**config.mk**
```make
export PLATFORM = sky130hd
export DESIGN_NAME = priority_queue_max_extract_core
export DESIGN_NICKNAME = d
export VERILOG_FILES = /design/src/rtl/core/pqme_pkg.sv /design/src/rtl/core/pqme_store.sv /design/src/rtl/core/pqme_ctrl.sv /design/src/rtl/core/priority_queue_max_extract_core.sv
export SDC_FILE = /design/constraint.sdc
export NUM_CORES = 1
export LEC_CHECK = 0
export BUFFER_PORTS_ARGS = -buffer_cell sky130_fd_sc_hd__buf_2
export CORE_UTILIZATION = 66
export DETAILED_ROUTE_END_ITERATION = 12
export HOLD_SLACK_MARGIN = 0.1
export PLACE_DENSITY = 0.84
export SETUP_SLACK_MARGIN = 0.1
export SYNTH_ARGS = -nofsm -noshare
export SYNTH_HDL_FRONTEND = slang
export SYNTH_HIERARCHICAL = 1
export SYNTH_SLANG_ARGS = --single-unit
```
**constraint.sdc**
```tcl
create_clock -name clock -period 6.75 [get_ports clock]
set_input_delay 1.35 -clock clock [delete_from_list [all_inputs] [get_ports clock]]
set_output_delay 1.35 -clock clock [all_outputs]
set_load 0.02 [all_outputs]
```
**src/rtl/core/pqme_pkg.sv**
```systemverilog
// ----------------------------------------------------------------------------
// pqme_pkg: shared types and constants for the max-extract priority queue
// Field widths, operation and status codes, and the result bundle passed
// from the sequencer to the top level.
// ----------------------------------------------------------------------------
package pqme_pkg;

   localparam int VALUE_W = 16;
   localparam int COUNT_W = 5;
   localparam int CAP_W = 5;
   localparam int DEPTH_DEFAULT = 16;

   localparam logic [CAP_W-1:0] CAP_RESET = 5'd16;

   // operation codes on req_func
   localparam logic FUNC_INSERT = 1'b0;
   localparam logic FUNC_REMOVE = 1'b1;

   typedef enum logic [1:0] {
      STATUS_DONE  = 2'd0,
      STATUS_FULL  = 2'd1,
      STATUS_EMPTY = 2'd2
   } status_type;

   typedef struct packed {
      logic                done;
      status_type          status;
      logic [VALUE_W-1:0]  removed_value;
      logic [COUNT_W-1:0]  entry_count;
   } result_type;

endpackage

```
**src/rtl/core/pqme_store.sv**
```systemverilog
// ----------------------------------------------------------------------------
// pqme_store: entry storage
// One write port and one read port with registered read data.
// ----------------------------------------------------------------------------
module pqme_store #(
   parameter int DEPTH = pqme_pkg::DEPTH_DEFAULT,
   localparam int IDX_W = $clog2(DEPTH)
) (
   input  logic                        clock,
   input  logic                        wr_en,
   input  logic [IDX_W-1:0]            wr_addr,
   input  logic [pqme_pkg::VALUE_W-1:0] wr_data,
   input  logic [IDX_W-1:0]            rd_addr,
   output logic [pqme_pkg::VALUE_W-1:0] rd_data
);

   logic [pqme_pkg::VALUE_W-1:0] mem [DEPTH];
   logic [pqme_pkg::VALUE_W-1:0] rd_data_ff;

   // write and registered read
   always_ff @(posedge clock) begin
      if (wr_en) begin
         mem[wr_addr] <= wr_data;
      end
      rd_data_ff <= mem[rd_addr];
   end

   assign rd_data = rd_data_ff;

endmodule

```
**src/rtl/core/pqme_ctrl.sv**
```systemverilog
// ----------------------------------------------------------------------------
// pqme_ctrl: operation sequencer and shared compare unit
// Appends on insert; on remove, streams entries through one comparator to
// find the earliest maximum, then streams later entries down one place.
// ----------------------------------------------------------------------------
module pqme_ctrl #(
   parameter int DEPTH = pqme_pkg::DEPTH_DEFAULT,
   localparam int IDX_W = $clog2(DEPTH)
) (
   input  logic                          clock,
   input  logic                          reset,
   input  logic                          req_valid,
   output logic                          req_ready,
   input  logic                          req_func,
   input  logic [pqme_pkg::VALUE_W-1:0]  req_value,
   input  logic [pqme_pkg::CAP_W-1:0]    capacity,
   input  logic                          out_free,
   output pqme_pkg::result_type          result,
   output logic                          mem_wr_en,
   output logic [IDX_W-1:0]              mem_wr_addr,
   output logic [pqme_pkg::VALUE_W-1:0]  mem_wr_data,
   output logic [IDX_W-1:0]              mem_rd_addr,
   input  logic [pqme_pkg::VALUE_W-1:0]  mem_rd_data
);

   localparam int CNT_W = $clog2(DEPTH + 1);
   localparam int CMP_W = (CNT_W > pqme_pkg::CAP_W) ? CNT_W : pqme_pkg::CAP_W;

   typedef enum logic [1:0] {
      IDLE,
      SCAN,
      SHIFT,
      RESULT
   } state_type;

   state_type                     state_ff, state_in;
   logic [CNT_W-1:0]              held_ff, held_in;
   logic [CNT_W-1:0]              issue_ff, issue_in;
   logic                          cmp_vld_ff, cmp_vld_in;
   logic [IDX_W-1:0]              cmp_idx_ff, cmp_idx_in;
   logic [pqme_pkg::VALUE_W-1:0]  best_val_ff, best_val_in;
   logic [IDX_W-1:0]              best_idx_ff, best_idx_in;
   logic [CNT_W-1:0]              src_ff, src_in;
   logic                          wvld_ff, wvld_in;
   logic [IDX_W-1:0]              widx_ff, widx_in;
   pqme_pkg::status_type          res_status_ff, res_status_in;
   logic [pqme_pkg::VALUE_W-1:0]  res_value_ff, res_value_in;

   logic                          full;
   logic                          take;
   logic                          last_cmp;
   logic [CNT_W-1:0]              src_dec;

   assign full = (CMP_W'(held_ff) >= CMP_W'(capacity)) || (held_ff >= CNT_W'(DEPTH));
   assign take = (cmp_idx_ff == '0) || (mem_rd_data > best_val_ff);
   assign last_cmp = (CNT_W'(cmp_idx_ff) + CNT_W'(1)) == held_ff;
   assign src_dec = src_ff - CNT_W'(1);

   // next-state and datapath steering
   always_comb begin
      state_in      = state_ff;
      held_in       = held_ff;
      issue_in      = issue_ff;
      cmp_vld_in    = cmp_vld_ff;
      cmp_idx_in    = cmp_idx_ff;
      best_val_in   = best_val_ff;
      best_idx_in   = best_idx_ff;
      src_in        = src_ff;
      wvld_in       = wvld_ff;
      widx_in       = widx_ff;
      res_status_in = res_status_ff;
      res_value_in  = res_value_ff;
      mem_wr_en     = 1'b0;
      mem_wr_addr   = '0;
      mem_wr_data   = req_value;
      mem_rd_addr   = '0;
      req_ready     = (state_ff == IDLE);
      result.done          = 1'b0;
      result.status        = res_status_ff;
      result.removed_value = res_value_ff;
      result.entry_count   = pqme_pkg::COUNT_W'(held_ff);

      unique case (state_ff)
         IDLE: begin
            if (req_valid) begin
               res_value_in = '0;
               if (req_func == pqme_pkg::FUNC_INSERT) begin
                  state_in = RESULT;
                  if (full) begin
                     res_status_in = pqme_pkg::STATUS_FULL;
                  end else begin
                     mem_wr_en     = 1'b1;
                     mem_wr_addr   = held_ff[IDX_W-1:0];
                     held_in       = held_ff + CNT_W'(1);
                     res_status_in = pqme_pkg::STATUS_DONE;
                  end
               end else if (held_ff == '0) begin
                  state_in      = RESULT;
                  res_status_in = pqme_pkg::STATUS_EMPTY;
               end else begin
                  state_in   = SCAN;
                  issue_in   = '0;
                  cmp_vld_in = 1'b0;
               end
            end
         end
         SCAN: begin
            // issue the next read
            if (issue_ff < held_ff) begin
               mem_rd_addr = issue_ff[IDX_W-1:0];
               issue_in    = issue_ff + CNT_W'(1);
               cmp_vld_in  = 1'b1;
               cmp_idx_in  = issue_ff[IDX_W-1:0];
            end else begin
               cmp_vld_in = 1'b0;
            end
            // compare returned entry against the running best
            if (cmp_vld_ff) begin
               if (take) begin
                  best_val_in = mem_rd_data;
                  best_idx_in = cmp_idx_ff;
               end
               if (last_cmp) begin
                  state_in     = SHIFT;
                  cmp_vld_in   = 1'b0;
                  wvld_in      = 1'b0;
                  src_in       = CNT_W'(best_idx_in) + CNT_W'(1);
                  res_value_in = best_val_in;
               end
            end
         end
         SHIFT: begin
            // read entry src, write it one place down next cycle
            if (src_ff < held_ff) begin
               mem_rd_addr = src_ff[IDX_W-1:0];
               src_in      = src_ff + CNT_W'(1);
               wvld_in     = 1'b1;
               widx_in     = src_dec[IDX_W-1:0];
            end else begin
               wvld_in       = 1'b0;
               held_in       = held_ff - CNT_W'(1);
               res_status_in = pqme_pkg::STATUS_DONE;
               state_in      = RESULT;
            end
            if (wvld_ff) begin
               mem_wr_en   = 1'b1;
               mem_wr_addr = widx_ff;
               mem_wr_data = mem_rd_data;
            end
         end
         RESULT: begin
            // hand the item over once the output slot is free
            if (out_free) begin
               result.done = 1'b1;
               state_in    = IDLE;
            end
         end
         default: begin
            state_in = IDLE;
         end
      endcase
   end

   // state and registered datapath
   always_ff @(posedge clock) begin
      if (reset) begin
         state_ff   <= IDLE;
         held_ff    <= '0;
         cmp_vld_ff <= 1'b0;
         wvld_ff    <= 1'b0;
      end else begin
         state_ff   <= state_in;
         held_ff    <= held_in;
         cmp_vld_ff <= cmp_vld_in;
         wvld_ff    <= wvld_in;
      end
      issue_ff      <= issue_in;
      cmp_idx_ff    <= cmp_idx_in;
      best_val_ff   <= best_val_in;
      best_idx_ff   <= best_idx_in;
      src_ff        <= src_in;
      widx_ff       <= widx_in;
      res_status_ff <= res_status_in;
      res_value_ff  <= res_value_in;
   end

   a_held_bound: assert property (@(posedge clock) disable iff (reset)
      held_ff <= CNT_W'(DEPTH))
      else $error("held count exceeds depth");

   a_shift_src: assert property (@(posedge clock) disable iff (reset)
      (state_ff == SHIFT) |-> (src_ff <= held_ff))
      else $error("shift source beyond held entries");

   a_empty_count: assert property (@(posedge clock) disable iff (reset)
      (result.done && result.status == pqme_pkg::STATUS_EMPTY) |-> (held_ff == '0))
      else $error("empty status with entries held");

   a_insert_step: assert property (@(posedge clock) disable iff (reset)
      (state_ff == IDLE && req_valid && req_func == pqme_pkg::FUNC_INSERT) |=>
      (held_ff == $past(held_ff) || held_ff == $past(held_ff) + CNT_W'(1)))
      else $error("insert changed count by more than one");

endmodule

```
**src/rtl/core/priority_queue_max_extract_core.sv**
```systemverilog
// ----------------------------------------------------------------------------
// priority_queue_max_extract_core: max-priority queue, unsorted list
// Insert appends; remove-maximum returns the earliest largest entry and
// closes the gap. One result item per request item.
// ----------------------------------------------------------------------------
// An insert moves from IDLE to RESULT, where its result item is registered into
// the output slot once that slot is free; the block then returns to IDLE for the
// next request item. A remove with entries held passes through SCAN and SHIFT
// before it reaches RESULT. In SCAN, all of the held entries stream one per
// cycle through the single read port of the store and one comparator to find
// the maximum, then the entries after it stream back through the same port
// to shift down. The block takes one request item at a time; it accepts the
// next one while the previous result item still waits on rsp_ready, and a
// result item still waiting holds the next one until it leaves.
// capacity_in_use above DEPTH acts as DEPTH; zero refuses every insert.
module priority_queue_max_extract_core #(
   parameter int DEPTH = pqme_pkg::DEPTH_DEFAULT
) (
   input  logic                          clock,
   input  logic                          reset,
   input  logic                          req_valid,
   output logic                          req_ready,
   input  logic                          req_func,
   input  logic [pqme_pkg::VALUE_W-1:0]  req_value,
   output logic                          rsp_valid,
   input  logic                          rsp_ready,
   output logic [1:0]                    rsp_status,
   output logic [pqme_pkg::VALUE_W-1:0]  rsp_removed_value,
   output logic [pqme_pkg::COUNT_W-1:0]  rsp_entry_count,
   input  logic                          csr_valid,
   output logic                          csr_ready,
   input  logic [pqme_pkg::CAP_W-1:0]    csr_capacity_in_use
);

   localparam int IDX_W = $clog2(DEPTH);

   logic [pqme_pkg::CAP_W-1:0]    cap_ff, cap_in;
   logic                          rsp_valid_ff, rsp_valid_in;
   pqme_pkg::status_type          rsp_status_ff, rsp_status_in;
   logic [pqme_pkg::VALUE_W-1:0]  rsp_value_ff, rsp_value_in;
   logic [pqme_pkg::COUNT_W-1:0]  rsp_count_ff, rsp_count_in;
   logic                          out_free;
   pqme_pkg::result_type          result;
   logic                          mem_wr_en;
   logic [IDX_W-1:0]              mem_wr_addr;
   logic [pqme_pkg::VALUE_W-1:0]  mem_wr_data;
   logic [IDX_W-1:0]              mem_rd_addr;
   logic [pqme_pkg::VALUE_W-1:0]  mem_rd_data;

   assign csr_ready = 1'b1;
   assign out_free  = !rsp_valid_ff || rsp_ready;

   pqme_ctrl #(
      .DEPTH (DEPTH)
   ) u_ctrl (
      .clock       (clock),
      .reset       (reset),
      .req_valid   (req_valid),
      .req_ready   (req_ready),
      .req_func    (req_func),
      .req_value   (req_value),
      .capacity    (cap_ff),
      .out_free    (out_free),
      .result      (result),
      .mem_wr_en   (mem_wr_en),
      .mem_wr_addr (mem_wr_addr),
      .mem_wr_data (mem_wr_data),
      .mem_rd_addr (mem_rd_addr),
      .mem_rd_data (mem_rd_data)
   );

   pqme_store #(
      .DEPTH (DEPTH)
   ) u_store (
      .clock   (clock),
      .wr_en   (mem_wr_en),
      .wr_addr (mem_wr_addr),
      .wr_data (mem_wr_data),
      .rd_addr (mem_rd_addr),
      .rd_data (mem_rd_data)
   );

   // capacity register and output slot
   always_comb begin
      cap_in        = cap_ff;
      rsp_valid_in  = rsp_valid_ff;
      rsp_status_in = rsp_status_ff;
      rsp_value_in  = rsp_value_ff;
      rsp_count_in  = rsp_count_ff;
      if (csr_valid) begin
         cap_in = csr_capacity_in_use;
      end
      if (result.done) begin
         rsp_valid_in  = 1'b1;
         rsp_status_in = result.status;
         rsp_value_in  = result.removed_value;
         rsp_count_in  = result.entry_count;
      end else if (rsp_ready) begin
         rsp_valid_in = 1'b0;
      end
   end

   always_ff @(posedge clock) begin
      if (reset) begin
         cap_ff       <= pqme_pkg::CAP_RESET;
         rsp_valid_ff <= 1'b0;
      end else begin
         cap_ff       <= cap_in;
         rsp_valid_ff <= rsp_valid_in;
      end
      rsp_status_ff <= rsp_status_in;
      rsp_value_ff  <= rsp_value_in;
      rsp_count_ff  <= rsp_count_in;
   end

   assign rsp_valid         = rsp_valid_ff;
   assign rsp_status        = rsp_status_ff;
   assign rsp_removed_value = rsp_value_ff;
   assign rsp_entry_count   = rsp_count_ff;

endmodule
```
[Yosys cells after proc, flatten, opt, wreduce, memory -nomap -nowiden]
Memory sizes are Yosys's and may differ from the RTL's. A register that Yosys moved wholly into a read port is not among the register bits.
Cells that the tools add are included.
Word-level totals
  register bits: 94
  RAM bits: 256
  bits in latches: 0
  memory bits (read-only): 0
  memories kept: 1
  output and inout bits: 26
  bits of input ports: 27
  logic and storage cells: 136
Operators by class
  multiply operators: 0
  divide/modulo/power cells: 0
  magnitude comparators: 5
  multiplexer cells: 68
  eq/ne operators: 16
  $add $sub $neg: 7
  bitwise operators: 0
  reductions and logical operators: 22
  shifts and indexed selects: 0
Memories
  u_store.mem: words 16, width 16, rd ports 1, clocked after Yosys merged registers in 1, wr ports 1, RTL line pqme_store.sv:17  | logic [pqme_pkg::VALUE_W-1:0] mem [DEPTH];
Operators with widths (number)
  16-bit two-way mux: 6
  5-bit two-way mux: 11
  4-bit two-way mux: 9
  16-bit case mux with 2 select lines: 1
  5-bit case mux with 2 select lines: 3
  2-bit two-way mux: 11
  1-bit two-way mux: 20
  16-bit > comparator: 1
  4-bit case mux with 2 select lines: 2
  4-bit AND reduction: 4
  5-bit by 1-bit adder with 5-bit output, second input constant: 3
  5-bit AND reduction: 3
  2-bit inequality test, second input constant: 6
  4-bit by 1-bit adder with 5-bit output, second input constant: 2
  5-bit less-than comparator: 2
  2-bit by 1-bit inequality test with 1-bit output, second input constant: 5
  2-bit case mux with 4 select lines: 1
  2-bit nonzero test: 4
  1-bit case mux with 2 select lines: 3
  2-bit AND reduction: 3
  5-bit equality test: 1
  5-bit greater-or-equal comparator: 1
  5-bit greater-or-equal comparator, second input constant: 1
  5-bit zero test: 1
  other kinds (11): 14

[Depth between registers and ports, before layout]
  word-level depth: 9
  depth in mapped cells: 16
  mapped depth without buffers: 15

[By module]
The synthesis kept the hierarchy.
By module, submodules not included
  pqme_store: times used 1, area each 10043.4 um^2, seq. area each 8007.7 um^2, cells an instance 432
  pqme_ctrl: times used 1, area each 4174.0 um^2, seq. area each 1861.8 um^2, cells an instance 377
  priority_queue_max_extract_core: times used 1, area each 920.9 um^2, seq. area each 810.8 um^2, cells an instance 45

[Worst setup path before layout]
No wires, ideal clock.
  kind: input port to flip-flop
  start point: input port req_valid
  end point: memory u_store/mem[0][0] in the netlist's numbering, enable pin
  path slack: 2380 ps
  library setup time: 409 ps
  path buffers: 0
  cell stages on the path: 6
  arrival: 3961 ps
  data required time: 6341 ps
  cells stage by stage: nand2_1 -> or2_2 -> a2111oi_4 -> nand2b_1 -> or3b_2 -> nor3_1
Between the ends
  longest elaborated chain between the ends: 4
  elaborated cells on any way between the ends: 6
  those cells by class: mux (6)
Ends and longest elaborated chain
  from (decl): RTL line priority_queue_max_extract_core.sv:21  | input logic req_valid,
  1-bit two-way mux: RTL line pqme_ctrl.sv:85  | if (req_valid) begin
  1-bit case mux with 2 select lines: RTL line pqme_ctrl.sv:83  | unique case (state_ff)
  via mem_wr_en: RTL line priority_queue_max_extract_core.sv:44  | logic mem_wr_en;
  1-bit two-way mux: RTL line pqme_store.sv:22  | if (wr_en) begin
  1-bit two-way mux (implied by the code): RTL line pqme_store.sv:23  | mem[wr_addr] <= wr_data;
  to (decl): RTL line pqme_store.sv:17
The timed path passes the listed nets, and every way through them passes these cells.

[Worst setup path after layout]
  start point: register u_ctrl.held_ff[1]
  end point: register u_store.rd_data_ff, in the netlist u_store/rd_data[9] (read register of u_store.mem)
Between the ends
  longest elaborated chain between the ends: 3
  elaborated cells on any way between the ends: 5
  those cells by class: order compare (2); mux (3)
Ends and longest elaborated chain
  from (decl): RTL line pqme_ctrl.sv:37  | logic [CNT_W-1:0] held_ff, held_in;
  from (signal assigned): RTL line pqme_ctrl.sv:173  | held_ff <= held_in;
  5-bit less-than comparator (on tied branches): RTL line pqme_ctrl.sv:134, pqme_ctrl.sv:109
  4-bit two-way mux (on tied branches): RTL line pqme_ctrl.sv:134, pqme_ctrl.sv:109
  4-bit case mux with 2 select lines (*): RTL line pqme_ctrl.sv:83
  via mem_rd_addr[1]: RTL line priority_queue_max_extract_core.sv:47  | logic [IDX_W-1:0] mem_rd_addr;
  to (decl): RTL line pqme_store.sv:18  | logic [pqme_pkg::VALUE_W-1:0] rd_data_ff;
The timed path passes the listed nets; every way through them passes the cells marked *.
A chain may end at the register's enable or synchronous reset.

==> run metrics <==
switch share=0.278; post-layout util=0.753; placed cells=1180; Max VDD drop=0.293 mV; post-synthesis sequential area ratio=0.706; Critical Path AT=4970 ps; Pint=4510 uW; outcome=finished, final reports clean; Hold Buf Count CTS=0; detailed-route DRC error count=0; Final HPWL DP=18800 um; Critical Path RT=7160 ps; n_diodes=0; Mapped Cells=854; Max stage delay on crit path=710 ps; die area=23500 um^2; Avg Inst Size Synth=17.7 um^2; Multi-input gate area=4180 um^2; ANT nets after route=0; RSZ-0062 raised after global routing=no; Comb pwr share=0.205; Max-cap violations=0; FMAX=0.219 GHz; Least-Margin Pin Slew=1290 ps; Max Slew Vio Count=0; FILL cells=1226; # setup viols final=0; ys async rst share=0; GR Overflow Total=0; Pleak=0.00583 uW; DR pass1 iterations=5; Synth Cell Area=15100 um^2; Nets=1003; CTS Sinks=366; Mapped Nets=923; Final min period=4560 ps; pwr dens=367 nW/um^2; Vias/cell=6.65; gpl congestion=0.843; sequential cell fraction of total power=0.472; Post-synth EDFFs=335; Hold WS=412 ps; final period utilization=0.676; Yosys Warn Count=6; root buffer cell=clkbuf_16; total number of vias=8285; H-Tree Depth=2; PortBufs=51; HP Class=register to register; CTS buffer count=37; post-CTS sizing=0; P&R area growth vs syn=12.3%; crit end category=register; clk_skew=21.2 ps; Ports=53; Storage cell area=10700 um^2; gr usage total=0.292; Hold Crit Depth=0; Fin. Hold Viols=0; CP Launch Type=register; Clock transition at path regs=60 ps; clock network fraction of total power=0.323; crit-path cells=inv_1 -> ha_1 -> a21o_1 -> a21o_1 -> a21o_1 -> a211oi_4 -> a22oi_1 -> nor2b_4 -> buf_4 -> mux4_1 -> a22oi_1 -> nand2_1; TNS Setup=0 ps; Final Non-Filler Cells=1246; post-synthesis cell type count=54; initial core utilization=0.671; share of the synthesized area in the top cell type=0.665; Setup Fix Bufs, Post-CTS=0; Die Wd=153 um; largest net degree at the start of global routing=40; ys flop type=edfxtp_1; slew margin rel.=0.139; layout cells sized above 1=0.248; switching power total=1730 uW; CTS tree=built; initial antenna violation count=0; vias in the first global route=8433; cell taking the most area after synthesis=edfxtp_1; critical path type=register to register; first-pass GRT wire length=49700 um; DR iter-0 viols=862; largest cells by area after synthesis=edfxtp_1, mux4_2, dfxtp_1; Most Frequent Cell on Critical Path=a21o_1; Critical-path top delay cell=nor2b_4; WL final=33100 um; worst skew pair latency=530 ps; routed wire length per instance=26.6 um; Tot Pwr=6250 uW; placement row count=55; die span in y=153 um; Crit Path Max Fanout=39; flop and latch count out of synthesis=366; R2R cell count=12; Max clock buf depth=3; core footprint=22600 um^2
-- kinds of logic (layout without fill, tap and decap cells) --
group,Yosys count,after routing,synth area share
fa+ha+maj,42,42,0.0352
mux,106,106,0.128
flops,366,366,0.706
compound gates,104,104,0.0510
xor+xnor,15,15,0.00868
buf+inv,72,179,0.0229
other cells,1,1,0.000248
simple gates,148,148,0.0480
-- cell type report --
type                            instances  share of cell area
Inverter                               38             0.00839
Clock buffer                           54              0.0612
Clock inverter                         12             0.00935
Multi-Input combinational cell        416               0.246
Timing Repair Buffer                   75              0.0263
Sequential cell                       366               0.628
Tap cell                              285              0.0210
-- power groups by stage --
| stage | combinational (uW) | clock, uW | sequential, uW |
|---|---|---|---|
| 2_1_floorplan | 959 | 0 | 2920 |
| 3_3_place_gp | 1210 | 0 | 2970 |
| 3_5_place_dp | 1240 | 0 | 2980 |
| 4_1_cts | 1280 | 2050 | 2940 |
| 5_1_grt | 1400 | 2120 | 2960 |
| 6_report | 1280 | 2020 | 2950 |
-- synth_stat cells, types with 10 or more instances --
master / count
edfxtp_1: 335
xnor2_1: 10
a22oi_1: 37
nand3_1: 12
ha_1: 41
mux2_2: 32
nor2_1: 42
a21o_1: 14
inv_1: 37
mux4_1: 10
a21oi_1: 17
nand2b_1: 10
mux4_2: 54
clkbuf_1: 15
dfxtp_1: 31
and2_1: 21
nand2_1: 33
-- flip-flops by register name, indices dropped and copies added (netlist names) --
signal                count
rsp_valid                 1
u_ctrl/state_ff           2
cap_ff                    5
u_ctrl/widx_ff            4
rsp_removed_value        16
u_ctrl/best_val_ff       16
rsp_entry_count           5
u_ctrl/res_status_ff      2
u_ctrl/src_ff             5
rsp_status                2
u_ctrl/cmp_vld_ff         1
u_ctrl/cmp_idx_ff         4
u_store/rd_data          16
u_store/mem             256
u_ctrl/res_value_ff      16
u_ctrl/best_idx_ff        4
u_ctrl/wvld_ff            1
u_ctrl/held_ff            5
u_ctrl/issue_ff           5
-- layout by cell type, fill, tap and decap left out, drive strengths merged, types with 3 or more instances in the layout --
cell type	n
a21o	14
edfxtp	335
a31oi	3
xor2	5
a22oi	37
or3	3
a32o	5
nor3	5
buf	75
nor2b	10
bufinv	3
inv	38
o21ai	10
a21oi	18
mux2i	9
nor2	42
mux2	33
mux4	64
clkinv	8
and2	21
xnor2	10
nand2	33
a211oi	3
nand2b	10
ha	41
nand3	12
nand4	6
clkbuf	54
dfxtp	31
-- critical path, delay by kind of cell (launching register included) --
kind	cells	cell delay, ps
AOI/OAI and AO/OA	6	1610
adders and majority gates	1	310
buffers and inverters	2	780
DFF	1	490
muxes	1	410
and+or+nand+nor	2	810
-- routing by layer --
metal,GRT usage,wire (um),part of all wire,vias up
li1,-,-,-,3524
met1,0.372,12300,0.37,4148
met2,0.477,16200,0.49,491
met3,0.0686,3080,0.093,122
met4,0.147,1590,0.048,0
met5,0,0,0,-
-- stage by stage --
| stage | area, um^2 | worst slack [ps] |
|---|---|---|
| 2_1_floorplan | 15100 | 2380 |
| 3_3_place_gp | 15800 | 2410 |
| 3_5_place_dp | 15800 | 2250 |
| 4_1_cts | 17000 | 2170 |
| 5_1_grt | 17000 | 1980 |
| 6_report | 17000 | 2190 |
-- final timing paths --
path                                                      startpoint                             end  slack [ps]
worst max-delay path                  u_ctrl/held_ff[1]$_SDFFE_PP0P_      u_store/rd_data[9]$_DFF_P_        2190
worst min-delay path            u_ctrl/res_value_ff[3]$_SDFFCE_PN0P_  rsp_removed_value[3]$_DFFE_PP_         410
worst max register to register        u_ctrl/held_ff[1]$_SDFFE_PP0P_      u_store/rd_data[9]$_DFF_P_        2190
worst min register to register  u_ctrl/res_value_ff[3]$_SDFFCE_PN0P_  rsp_removed_value[3]$_DFFE_PP_         410
No activity file was read; power rests on OpenSTA's default activity.
